File: src/hdl/bpdc_pkg.sv
// shared types and constants of the press-duration capture block
// no dependencies
`timescale 1ns / 1ps

package bpdc_pkg;

	localparam int NUM_BUTTONS = 7;
	localparam int BTN_W       = 3;
	localparam int TIME_W      = 32;
	localparam int CNT_W       = 8;
	localparam int MIN_W       = 16;
	localparam int CFG_IDX_W   = 2;
	localparam int CFG_DATA_W  = 16;

	// register reset values
	localparam logic [CNT_W-1:0] STABLE_COUNT_RST = 8'd20;
	localparam logic [MIN_W-1:0] MIN_PRESS_RST    = 16'd10;

	// configuration register indexes
	localparam logic [CFG_IDX_W-1:0] CFG_STABLE_COUNT = 2'd0;
	localparam logic [CFG_IDX_W-1:0] CFG_MIN_PRESS_MS = 2'd1;
	localparam logic [CFG_IDX_W-1:0] CFG_ENABLE_MASK  = 2'd2;

	typedef enum logic {
		OP_SAMPLE = 1'b0,
		OP_DRAIN  = 1'b1
	} opcode_t;

	typedef struct packed {
		opcode_t                  opcode;
		logic [NUM_BUTTONS-1:0]   levels;
		logic [TIME_W-1:0]        now_ms;
	} req_t;

	typedef struct packed {
		logic [BTN_W-1:0]  button;
		logic [TIME_W-1:0] duration_ms;
		logic              last;
	} rsp_t;

	// one drain: pending snapshot and the stored durations
	typedef struct packed {
		logic [NUM_BUTTONS-1:0]             mask;
		logic [NUM_BUTTONS-1:0][TIME_W-1:0] len;
	} drain_cmd_t;

	typedef struct packed {
		logic full;
		logic empty;
	} q_stat_t;

	// index of the lowest set bit
	function automatic logic [BTN_W-1:0] lowest_set(input logic [NUM_BUTTONS-1:0] m);
		logic [BTN_W-1:0] r;
		r = '0;
		for (int i = NUM_BUTTONS - 1; i >= 0; i--) begin
			if (m[i]) r = BTN_W'(i);
		end
		return r;
	endfunction

endpackage

File: src/hdl/bpdc_queue.sv
// short drain command queue between front and back
// depends on bpdc_pkg
`timescale 1ns / 1ps

module bpdc_queue import bpdc_pkg::*; #(
	parameter int DEPTH = 2
) (
	input  logic       clk,
	input  logic       arst_n,
	input  logic       push,
	input  drain_cmd_t push_data,
	input  logic       pop,
	output drain_cmd_t head,
	output q_stat_t    stat
);

	localparam int PTR_W = (DEPTH > 1) ? $clog2(DEPTH) : 1;
	localparam int QC_W  = $clog2(DEPTH + 1);

	drain_cmd_t       mem_q [DEPTH];
	logic [PTR_W-1:0] wr_ptr_q;
	logic [PTR_W-1:0] rd_ptr_q;
	logic [QC_W-1:0]  count_q;

	assign head       = mem_q[rd_ptr_q];
	assign stat.full  = (count_q == QC_W'(DEPTH));
	assign stat.empty = (count_q == '0);

	// entry storage
	always_ff @(posedge clk) begin
		if (push) mem_q[wr_ptr_q] <= push_data;
	end

	// pointers and fill level
	always_ff @(posedge clk or negedge arst_n) begin
		if (!arst_n) begin
			wr_ptr_q <= '0;
			rd_ptr_q <= '0;
			count_q  <= '0;
		end else begin
			if (push) begin
				if (wr_ptr_q == PTR_W'(DEPTH - 1)) wr_ptr_q <= '0;
				else wr_ptr_q <= wr_ptr_q + PTR_W'(1);
			end
			if (pop) begin
				if (rd_ptr_q == PTR_W'(DEPTH - 1)) rd_ptr_q <= '0;
				else rd_ptr_q <= rd_ptr_q + PTR_W'(1);
			end
			if (push && !pop) count_q <= count_q + QC_W'(1);
			else if (pop && !push) count_q <= count_q - QC_W'(1);
		end
	end

endmodule

File: src/hdl/bpdc_front.sv
// front end: config registers, per-line debounce and press timing, drain issue
// depends on bpdc_pkg
`timescale 1ns / 1ps

module bpdc_front import bpdc_pkg::*; (
	input  logic                  clk,
	input  logic                  arst_n,
	input  logic                  cfg_valid,
	input  logic [CFG_IDX_W-1:0]  cfg_index,
	input  logic [CFG_DATA_W-1:0] cfg_data,
	input  logic                  req_valid,
	output logic                  req_ready,
	input  req_t                  req,
	input  q_stat_t               qstat,
	output logic                  push,
	output drain_cmd_t            push_data
);

	logic [CNT_W-1:0]       stable_q;
	logic [MIN_W-1:0]       min_press_q;
	logic [NUM_BUTTONS-1:0] enable_q;

	logic [NUM_BUTTONS-1:0] filt_q, filt_d;
	logic [NUM_BUTTONS-1:0] await_q, await_d;
	logic [NUM_BUTTONS-1:0] pend_q, pend_d;
	logic [CNT_W-1:0]       cnt_q [NUM_BUTTONS];
	logic [CNT_W-1:0]       cnt_d [NUM_BUTTONS];
	logic [TIME_W-1:0]      start_q [NUM_BUTTONS];
	logic [TIME_W-1:0]      start_d [NUM_BUTTONS];
	logic [NUM_BUTTONS-1:0][TIME_W-1:0] len_q, len_d;

	logic accept;
	logic sample;

	assign req_ready = !qstat.full;
	assign accept    = req_valid && req_ready;
	assign sample    = accept && (req.opcode == OP_SAMPLE);

	// drain issue: snapshot pending lines, skip when nothing is pending
	assign push           = accept && (req.opcode == OP_DRAIN) && (pend_q != '0);
	assign push_data.mask = pend_q;
	assign push_data.len  = len_q;

	// configuration registers
	always_ff @(posedge clk or negedge arst_n) begin
		if (!arst_n) begin
			stable_q    <= STABLE_COUNT_RST;
			min_press_q <= MIN_PRESS_RST;
			enable_q    <= '1;
		end else if (cfg_valid) begin
			unique case (cfg_index)
				CFG_STABLE_COUNT: stable_q    <= cfg_data[CNT_W-1:0];
				CFG_MIN_PRESS_MS: min_press_q <= cfg_data[MIN_W-1:0];
				CFG_ENABLE_MASK:  enable_q    <= cfg_data[NUM_BUTTONS-1:0];
				default: ;
			endcase
		end
	end

	// per-line debounce and press timing, lanes are independent
	always_comb begin
		logic [TIME_W-1:0] dur;
		filt_d  = filt_q;
		await_d = await_q;
		pend_d  = pend_q;
		len_d   = len_q;
		for (int i = 0; i < NUM_BUTTONS; i++) begin
			cnt_d[i]   = cnt_q[i];
			start_d[i] = start_q[i];
			dur        = req.now_ms - start_q[i];
			if (sample && enable_q[i] && !pend_q[i]) begin
				if (req.levels[i] == filt_q[i]) begin
					cnt_d[i] = '0;
				end else if (cnt_q[i] < stable_q) begin
					cnt_d[i] = cnt_q[i] + CNT_W'(1);
				end else begin
					cnt_d[i]  = '0;
					filt_d[i] = !filt_q[i];
					if (!req.levels[i]) begin
						start_d[i] = req.now_ms;
						await_d[i] = 1'b1;
					end else if (await_q[i] && (dur >= TIME_W'(min_press_q))) begin
						len_d[i]   = dur;
						pend_d[i]  = 1'b1;
						await_d[i] = 1'b0;
					end
				end
			end
		end
		if (push) pend_d = '0;
	end

	// line state
	always_ff @(posedge clk or negedge arst_n) begin
		if (!arst_n) begin
			filt_q  <= '1;
			await_q <= '0;
			pend_q  <= '0;
			for (int i = 0; i < NUM_BUTTONS; i++) begin
				cnt_q[i]   <= '0;
				start_q[i] <= '0;
			end
		end else begin
			filt_q  <= filt_d;
			await_q <= await_d;
			pend_q  <= pend_d;
			for (int i = 0; i < NUM_BUTTONS; i++) begin
				cnt_q[i]   <= cnt_d[i];
				start_q[i] <= start_d[i];
			end
		end
	end

	// stored durations, valid only where pending is set
	always_ff @(posedge clk) begin
		len_q <= len_d;
	end

endmodule

File: src/hdl/bpdc_back.sv
// back end: walks one drain snapshot and emits one result beat per pending line
// depends on bpdc_pkg
`timescale 1ns / 1ps

module bpdc_back import bpdc_pkg::*; (
	input  logic       clk,
	input  logic       arst_n,
	input  q_stat_t    qstat,
	input  drain_cmd_t head,
	output logic       pop,
	output logic       rsp_valid,
	input  logic       rsp_ready,
	output rsp_t       rsp
);

	logic [NUM_BUTTONS-1:0]             mask_q;
	logic [NUM_BUTTONS-1:0][TIME_W-1:0] len_q;
	logic                               rsp_valid_q;
	rsp_t                               rsp_q;

	logic                   slot_free;
	logic                   emit;
	logic [BTN_W-1:0]       idx;
	logic [NUM_BUTTONS-1:0] rest;

	assign slot_free = !rsp_valid_q || rsp_ready;
	assign emit      = slot_free && (mask_q != '0);
	assign idx       = lowest_set(mask_q);
	assign rest      = mask_q & (mask_q - NUM_BUTTONS'(1));
	assign pop       = !qstat.empty && (mask_q == '0);

	assign rsp_valid = rsp_valid_q;
	assign rsp       = rsp_q;

	// active drain mask and output valid
	always_ff @(posedge clk or negedge arst_n) begin
		if (!arst_n) begin
			mask_q      <= '0;
			rsp_valid_q <= 1'b0;
		end else begin
			if (pop) mask_q <= head.mask;
			else if (emit) mask_q <= rest;
			if (emit) rsp_valid_q <= 1'b1;
			else if (rsp_ready) rsp_valid_q <= 1'b0;
		end
	end

	// payload registers
	always_ff @(posedge clk) begin
		if (pop) len_q <= head.len;
		if (emit) begin
			rsp_q.button      <= idx;
			rsp_q.duration_ms <= len_q[idx];
			rsp_q.last        <= (rest == '0);
		end
	end

endmodule

File: src/hdl/button_press_duration_capture_top.sv
// sample beats are accepted every cycle while the queue has room
// a drain beat passes the queue and the back's mask register before its first result is registered,
// then one per cycle as the output register frees; the back walks pending lines at that rate
// asynchronous active-low reset resets line state, clears pending flags, queue and output valid
// and loads the register defaults; no clearing pass
// depends on bpdc_pkg, bpdc_front, bpdc_queue, bpdc_back
`timescale 1ns / 1ps

module button_press_duration_capture_top import bpdc_pkg::*; #(
	parameter int QUEUE_DEPTH = 2
) (
	input  logic                  clk,
	input  logic                  arst_n,
	input  logic                  cfg_valid,
	output logic                  cfg_ready,
	input  logic [CFG_IDX_W-1:0]  cfg_index,
	input  logic [CFG_DATA_W-1:0] cfg_data,
	input  logic                  req_valid,
	output logic                  req_ready,
	input  req_t                  req,
	output logic                  rsp_valid,
	input  logic                  rsp_ready,
	output rsp_t                  rsp
);

	q_stat_t    qstat;
	logic       push;
	logic       pop;
	drain_cmd_t push_data;
	drain_cmd_t head;

	assign cfg_ready = 1'b1;

	bpdc_front u_front (
		.clk       (clk),
		.arst_n    (arst_n),
		.cfg_valid (cfg_valid),
		.cfg_index (cfg_index),
		.cfg_data  (cfg_data),
		.req_valid (req_valid),
		.req_ready (req_ready),
		.req       (req),
		.qstat     (qstat),
		.push      (push),
		.push_data (push_data)
	);

	bpdc_queue #(
		.DEPTH (QUEUE_DEPTH)
	) u_queue (
		.clk       (clk),
		.arst_n    (arst_n),
		.push      (push),
		.push_data (push_data),
		.pop       (pop),
		.head      (head),
		.stat      (qstat)
	);

	bpdc_back u_back (
		.clk       (clk),
		.arst_n    (arst_n),
		.qstat     (qstat),
		.head      (head),
		.pop       (pop),
		.rsp_valid (rsp_valid),
		.rsp_ready (rsp_ready),
		.rsp       (rsp)
	);

endmodule

File: config.mk
export PLATFORM = sky130hd
export DESIGN_NAME = button_press_duration_capture_top
export DESIGN_NICKNAME = d
export VERILOG_FILES = /design/src/hdl/bpdc_pkg.sv /design/src/hdl/bpdc_queue.sv /design/src/hdl/bpdc_front.sv /design/src/hdl/bpdc_back.sv /design/src/hdl/button_press_duration_capture_top.sv
export SDC_FILE = /design/constraint.sdc
export NUM_CORES = 2
export LEC_CHECK = 0
export BUFFER_PORTS_ARGS = -buffer_cell sky130_fd_sc_hd__buf_4
export CAP_MARGIN = 10
export CORE_MARGIN = 4
export CORE_UTILIZATION = 59
export CTS_BUF_LIST = sky130_fd_sc_hd__clkbuf_2 sky130_fd_sc_hd__clkbuf_4 sky130_fd_sc_hd__clkbuf_8
export CTS_CLUSTER_DIAMETER = 80
export DETAILED_ROUTE_END_ITERATION = 8
export GPL_ROUTABILITY_DRIVEN = 0
export PLACE_DENSITY_LB_ADDON = 0.05
export SLEW_MARGIN = 40
export SYNTH_ARGS = -nofsm -noshare
export SYNTH_HDL_FRONTEND = slang
export SYNTH_HIERARCHICAL = 1
export SYNTH_SLANG_ARGS = --single-unit
File: constraint.sdc
create_clock -name clk -period 12.7 [get_ports clk]
set_input_delay 1.27 -clock clk [delete_from_list [all_inputs] [get_ports clk]]
set_output_delay 1.27 -clock clk [all_outputs]
set_load 0.05 [all_outputs]
* After elaboration in Yosys (flattened, before gate mapping)
Memories as Yosys holds them, arrays and structs flattened.
Index checks and enable logic that the tools add are counted.
W data, S select, Z words.
** Word-level totals
- Logic and storage cells :: 349
- Flip-flop bits (word level) :: 828
- Memory bits (writable) :: 462
- Memories :: 1
** Memories
- u_queue.mem_q :: depth 2, width 231, rd ports 1, clocked after Yosys merged registers in 0, write ports 1, RTL line bpdc_queue.sv:20 : drain_cmd_t mem_q [DEPTH];
** Operators by class
- Equal/unequal tests :: 31
- $lt $le $gt $ge :: 15
- Reductions and logical operators :: 117
- Bitwise logic cells :: 23
- Muxes and demuxes :: 83
- Add/sub/neg operators :: 19
** Operator list (number)
- $ge A32 B16 Y1 :: 7
- $sub A32 B32 Y32 :: 7
- $mux W8 :: 14
- $bmux W32 S3 :: 1
- $reduce_and A5 Y1 :: 14
- $add A8 B1 Y8 const B :: 7
- $lt A8 B8 Y1 :: 7
- $reduce_and A4 Y1 :: 14
- $mux W1 :: 55
- $reduce_bool A2 Y1 :: 24
- $ne A2 B1 Y1 const B :: 21
- $mux W32 :: 1
- $logic_and A1 B1 Y1 :: 29
- $not A1 Y1 :: 22
- $mux W3 :: 7
- $mux W7 :: 3
- $reduce_and A3 Y1 :: 7
- $logic_not A1 Y1 :: 19
- $logic_not A7 Y1 :: 2
- $reduce_bool A7 Y1 :: 2
- $and A7 B7 Y7 :: 1
- $eq A1 B1 Y1 :: 7
- $sub A7 B1 Y7 const B :: 1
- $reduce_and A2 Y1 :: 3
- other kinds (9) :: 13

* Logic depth before layout (Yosys ltp)
- Depth in word-level cells :: 9
- Gate-level depth with buffers :: 21
- Mapped depth without buffers :: 21

* Cells and area by module
Netlist, hierarchy kept.
** Modules (own cells, without submodules)
- bpdc_front :: area an instance 37181.9 µm², cells each 3982, instances 1
- bpdc_queue :: area an instance 17601.9 µm², cells each 735, instances 1
- bpdc_back :: area an instance 10452.5 µm², cells each 663, instances 1
- button_press_duration_capture_top :: area an instance 11.3 µm², cells each 2, instances 1

* Least setup slack after synthesis
OpenSTA, ideal clock, no wires.
- Path kind :: input to register
- Start :: in req_valid
- End :: mem u_queue/mem_q[0][0] (netlist name), enable pin
- Buffers on the path :: 0
- Stages :: 5
- Data arrival time :: 11.997 ns
- Library setup time :: 0.854 ns
- Path slack :: -0.151 ns
- Required time :: 11.846 ns
- Path through :: nor2b_1 nand2_1 a21o_1 inv_1 nor2b_1
** Between the ends
- Longest elaborated chain between the ends :: 5
** RTL lines
- start, declared :: RTL line button_press_duration_capture_top.sv:18 : input logic req_valid,
- $logic_and A1 B1 Y1 :: RTL line bpdc_front.sv:36 : assign accept = req_valid && req_ready;
- $logic_and A1 B1 Y1 (2 in series) :: RTL line bpdc_front.sv:40 : assign push = accept && (req.opcode == OP_DRAIN) && (pend_q != '0);
- net push :: RTL line button_press_duration_capture_top.sv:27 : logic push;
- $mux W1 :: RTL line bpdc_queue.sv:31 : if (push) mem_q[wr_ptr_q] <= push_data;
- $mux W1 (not written as such) :: RTL line bpdc_queue.sv:31
- end, declared :: RTL line bpdc_queue.sv:20
The timed path passes the listed nets, and every way through them passes these cells.

* Worst setup path in the final report
- Start :: in req[0] (netlist name)
- End :: reg u_front.len_q (netlist bit u_front/push_data[101]), enable pin
** Between the ends
- Longest elaborated chain between the ends :: 4
** RTL lines
- start, declared :: RTL line button_press_duration_capture_top.sv:20 : input req_t req,
- $sub A32 B32 Y32 :: RTL line bpdc_front.sv:70 : dur = req.now_ms - start_q[i];
- $ge A32 B16 Y1 :: RTL line bpdc_front.sv:82 : end else if (await_q[i] && (dur >= TIME_W'(min_press_q))) begin
- $logic_and A1 B1 Y1 :: RTL line bpdc_front.sv:82
- $reduce_and A5 Y1 (no line)
- end signal, assigned :: RTL line bpdc_front.sv:116 : len_q <= len_d;
- end, declared :: RTL line bpdc_front.sv:30 : logic [NUM_BUTTONS-1:0][TIME_W-1:0] len_q, len_d;
No other way between the ends.
A chain may end at the register's enable or synchronous reset.

==> summary by stage <==
Clock network
The clock input transition at the sequential cells of the worst setup and hold paths is 70 ps. The post-cts hold buffer count is 0. The master cell of the clock root buffer is sky130_fd_sc_hd__clkbuf_8. The number of buffers on the longest clock path is 3. The clock tree from TritonCTS is yes. The number of buffers created by CTS is 207.

Gates resized during post-CTS repair numbered 0. The H-tree depth is 4. The clock net in this run drives a total of 1290 sinks.

Post-CTS timing repair inserted 0 buffers for setup. At the later pin of the worst-skew pair, clock insertion delay measures 890 ps.

STA
The maximum clock frequency is 168 MHz. Setup repair after global routing left no endpoint under its margin. Between clock sinks in the finished design, the worst skew comes to 41.1 ps. For the finished layout, the period the worst path requires is 5960 ps.

The final-report max-slew violation count is 0. The number of failing setup endpoints in the final timing report is 0. The final critical-path setup slack is 6740 ps.

The relative max-transition margin is 0.394. The period utilization is 0.469. The worst hold margin is 410 ps. At the pin with the least slew margin, the transition time is 898 ps.

The post-route setup TNS is 0 ps. The final hold violation count is 0.

Flow run
Max-cap violations in this run came to 0.

GRT
The global-route wire length before repair is 277 mm. The number of antenna violations at the first check in global routing is 26. Entering global routing, the biggest net connects 145 pins. The global-route usage over all layers is 0.325. The total overflow left after global routing is 0.

The via count of the first global-routing pass is 43.2k.

Die
102 I/O pins were placed. The horizontal die dimension is 341 um. The initial utilization of the core area, before any placement, comes to 0.597.

The core region is 109000 um2. The die covers 116000 um2. The die boundary height is 341 um. After floorplanning, the core was divided into 121 placement rows.

Place
Including well taps, the total number of placed cells is 6816. The count of input and output buffers is 100. The pre-CTS setup slack is 6020 ps. Detailed placement finished with a half-perimeter wire length of 136 mm.

Yosys
The count of distinct cell types in the synthesized netlist is 96. The fraction of synthesized cell area taken by the top area cell type is 0.435. Yosys printed 6 warnings. Counting flops and latches in the post-synthesis netlist gives 1290. Synthesis produced 5382 cells. The synthesized design contains 946 enable-type register cells.

Counting every net in the synthesized netlist gives 5838. The post-synth design cell area is 65200 um2. Sorting the synthesized cells by area gives the leading types as sky130_fd_sc_hd__edfxtp_1 44%, sky130_fd_sc_hd__dfrtp_1 13%, sky130_fd_sc_hd__ha_1 7.4%.

The share of the Yosys chip area taken by registers is 0.568. In the synthesized netlist the dominant register cell turns out to be sky130_fd_sc_hd__edfxtp_1. Dividing the synthesized area by the synthesized cell count gives 12.1 um2. sky130_fd_sc_hd__edfxtp_1 takes more of the synthesized area than any other cell. The async set-or-reset flop fraction in the synthesized netlist is 0.267.

Routing
The post-detailed-routing wire length is 191 mm. The final route contains 45.3k vias. Once detail routing completed, the nets flagged for antenna violations numbered 0. The post-route DRC violation count is 0.

The number of DRC markers in iteration 0 is 5534. After detailed routing, the number of vias per cell comes to 6.29. After detailed routing, the average wire length per cell comes to 26.5 um. The count of TritonRoute iterations in the first routing pass is 9.

Hold path
The class of the most critical hold timing path is in2async.

Worst setup path
Along the worst path, the maximum fanout reaches 32. Across all register-to-register paths, the minimum setup slack is 7080 ps. The worst endpoint required time is 13220 ps. The critical path launch point is req[0]. Data arrives at the worst endpoint at 6490 ps. In this run the critical register-to-register path is captured at u_front/push_data[101]. The worst setup path is captured at a register. The startpoint type of the worst setup path is an input port. By startpoint and endpoint, the worst setup path is classified as in2reg. The capture point of the worst path is u_front/push_data[101].

The reg-to-reg startpoint is u_front/start_q[97]. The number of cells traversed by the worst register-to-register path is 19.

Cells and area
The ratio of cells with drive above 1 in the final layout is 0.154. Fill cells in the final layout number 8327. The count of cells in the finished layout, fillers not included, comes to 7200.

After the last flow step, the layout net total stands at 6008. The synthesis-to-finish area growth is 10.1%.

Power
Dividing total power by cell area gives a power density of 183 nW/um2. Summed over all cells, the static leakage comes to 29.1 nW. The design draws 13.1 mW. The highest ir drop seen on vdd is 0.127 mV.

Outcome
The run finished with clean final reports.
## logic make-up after synthesis
family	count (synthesis)	share of synthesized area
DFF	1290	0.568
and+or+nand+nor	1278	0.0943
adders and majority gates	395	0.0765
muxes	346	0.0692
AOI/OAI and AO/OA	1358	0.132
xor gates and xnor gates	199	0.0267
other	1	0.0000575
buffers and inverters	515	0.0339
## cells in the mapped netlist (14+ instances only)
| master | number |
|---|---|
| sky130_fd_sc_hd__nor2b_1 | 31 |
| sky130_fd_sc_hd__a211o_1 | 23 |
| sky130_fd_sc_hd__clkbuf_1 | 151 |
| sky130_fd_sc_hd__mux2_2 | 122 |
| sky130_fd_sc_hd__o21ai_0 | 493 |
| sky130_fd_sc_hd__a211oi_1 | 42 |
| sky130_fd_sc_hd__dfrtp_1 | 326 |
| sky130_fd_sc_hd__o31ai_1 | 15 |
| sky130_fd_sc_hd__and4_1 | 14 |
| sky130_fd_sc_hd__nand2b_1 | 62 |
| sky130_fd_sc_hd__a21oi_1 | 269 |
| sky130_fd_sc_hd__nor4_1 | 29 |
| sky130_fd_sc_hd__nand3_1 | 147 |
| sky130_fd_sc_hd__a31oi_1 | 34 |
| sky130_fd_sc_hd__nor2_1 | 231 |
| sky130_fd_sc_hd__nand4_1 | 56 |
| sky130_fd_sc_hd__a21o_1 | 175 |
| sky130_fd_sc_hd__xnor2_1 | 106 |
| sky130_fd_sc_hd__nand2_1 | 467 |
| sky130_fd_sc_hd__o21bai_1 | 20 |
| sky130_fd_sc_hd__or3_1 | 23 |
| sky130_fd_sc_hd__dfstp_2 | 18 |
| sky130_fd_sc_hd__and2_1 | 33 |
| sky130_fd_sc_hd__xor2_1 | 93 |
| sky130_fd_sc_hd__nor3_1 | 68 |
| sky130_fd_sc_hd__mux2i_1 | 44 |
| sky130_fd_sc_hd__buf_2 | 14 |
| sky130_fd_sc_hd__o211ai_1 | 27 |
| sky130_fd_sc_hd__ha_1 | 386 |
| sky130_fd_sc_hd__o21a_1 | 45 |
| sky130_fd_sc_hd__and3_1 | 45 |
| sky130_fd_sc_hd__mux2_4 | 180 |
| sky130_fd_sc_hd__edfxtp_1 | 946 |
| sky130_fd_sc_hd__buf_6 | 25 |
| sky130_fd_sc_hd__o31a_1 | 15 |
| sky130_fd_sc_hd__a2111oi_0 | 21 |
| sky130_fd_sc_hd__o2111ai_1 | 52 |
| sky130_fd_sc_hd__inv_1 | 315 |
## how the worst min path moves through the flow
stage | start | end | slack (ps) | cells past startpoint
after CTS | arst_n | u_front/start_q[48] | 350 | 1
final | arst_n | u_front/start_q[48] | 410 | 1
after detailed placement | u_front/push_data[36] | u_queue/mem_q[1][36] | 430 | 0
after global routing | arst_n | u_front/start_q[48] | 400 | 1
after global placement | u_front/push_data[118] | u_queue/mem_q[0][118] | 420 | 0
after floorplan | u_front/push_data[0] | u_queue/mem_q[0][0] | 420 | 0
## cell usage in the layout (no fill, tap or decap), drive strengths merged, types with 44 or more instances in the layout
master,instances
a21o,175
a21oi,274
and3,45
buf,161
clkbuf,294
clkinv,64
dfrtp,326
edfxtp,946
ha,386
inv,320
mux2,302
mux2i,44
nand2,467
nand2b,62
nand3,147
nand4,57
nor2,232
nor3,69
o2111ai,52
o21a,45
o21ai,499
xnor2,106
xor2,93
## through the flow
stage | utilization | instance area (um2)
2_1_floorplan | - | 65300
3_3_place_gp | 0.616 | 67400
3_5_place_dp | 0.618 | 67600
4_1_cts | 0.656 | 71700
5_1_grt | 0.657 | 71800
6_report | 0.657 | 71900
## state kept, by name, summed over array words and instances, names as in the netlist
name and cells:
u_front/stable_q 8, u_front/pend_q 7, u_front/start_q 224, u_front/enable_q 7
u_queue/rd_ptr_q 1, u_queue/mem_q 462, u_front/await_q 7, u_back/rsp 36
u_back/len_q 224, u_front/min_press_q 16, u_back/rsp_valid 1, u_front/push_data 224
u_front/filt_q 7, u_queue/wr_ptr_q 1, u_back/mask_q 7, u_front/cnt_q 56
u_queue/count_q 2
## metal layers
metal	global-route usage	part of all wire	up-vias	wire length, um
met4	0.142	0.047	6	8990
met2	0.499	0.45	2274	85100
met3	0.0560	0.095	448	18100
met1	0.459	0.41	22200	78600
met5	0	0.00025	-	47
li1	-	-	20400	-
## power by group
group | internal (mW) | switching (mW)
sequential | 5.27 | 0.255
clock | 1.93 | 1.63
combinational | 1.46 | 2.58
total | 8.65 | 4.47
## worst max-delay path, stage by stage
cell	delay, ps
sky130_fd_sc_hd__buf_4	150
sky130_fd_sc_hd__inv_1	300
sky130_fd_sc_hd__ha_1	260
sky130_fd_sc_hd__inv_1	60
sky130_fd_sc_hd__fa_1	400
sky130_fd_sc_hd__a21oi_1	310
sky130_fd_sc_hd__o211ai_1	210
sky130_fd_sc_hd__a21oi_1	340
sky130_fd_sc_hd__xnor2_1	300
sky130_fd_sc_hd__ha_1	320
sky130_fd_sc_hd__nand2_1	70
sky130_fd_sc_hd__o21ai_0	180
sky130_fd_sc_hd__a211oi_1	400
sky130_fd_sc_hd__o21a_1	290
sky130_fd_sc_hd__o2111ai_1	170
sky130_fd_sc_hd__nor4_1	380
sky130_fd_sc_hd__nand4b_1	250
sky130_fd_sc_hd__o21ai_0	350
sky130_fd_sc_hd__inv_1	80
sky130_fd_sc_hd__buf_4	320
## area by class of cell
| class | count | area (um2) | area share |
|---|---|---|---|
| antenna | 8 | 20.0 | 0.000279 |
| clock buffer | 294 | 3600 | 0.0500 |
| clock inverter | 79 | 553 | 0.00770 |
| inverter | 315 | 1180 | 0.0165 |
| multi-input combinational | 3577 | 26200 | 0.365 |
| sequential | 1290 | 37000 | 0.516 |
| tap | 1476 | 1850 | 0.0257 |
| timing repair buffer | 161 | 1420 | 0.0198 |
Note: power is estimated with default switching activity, not from simulation.
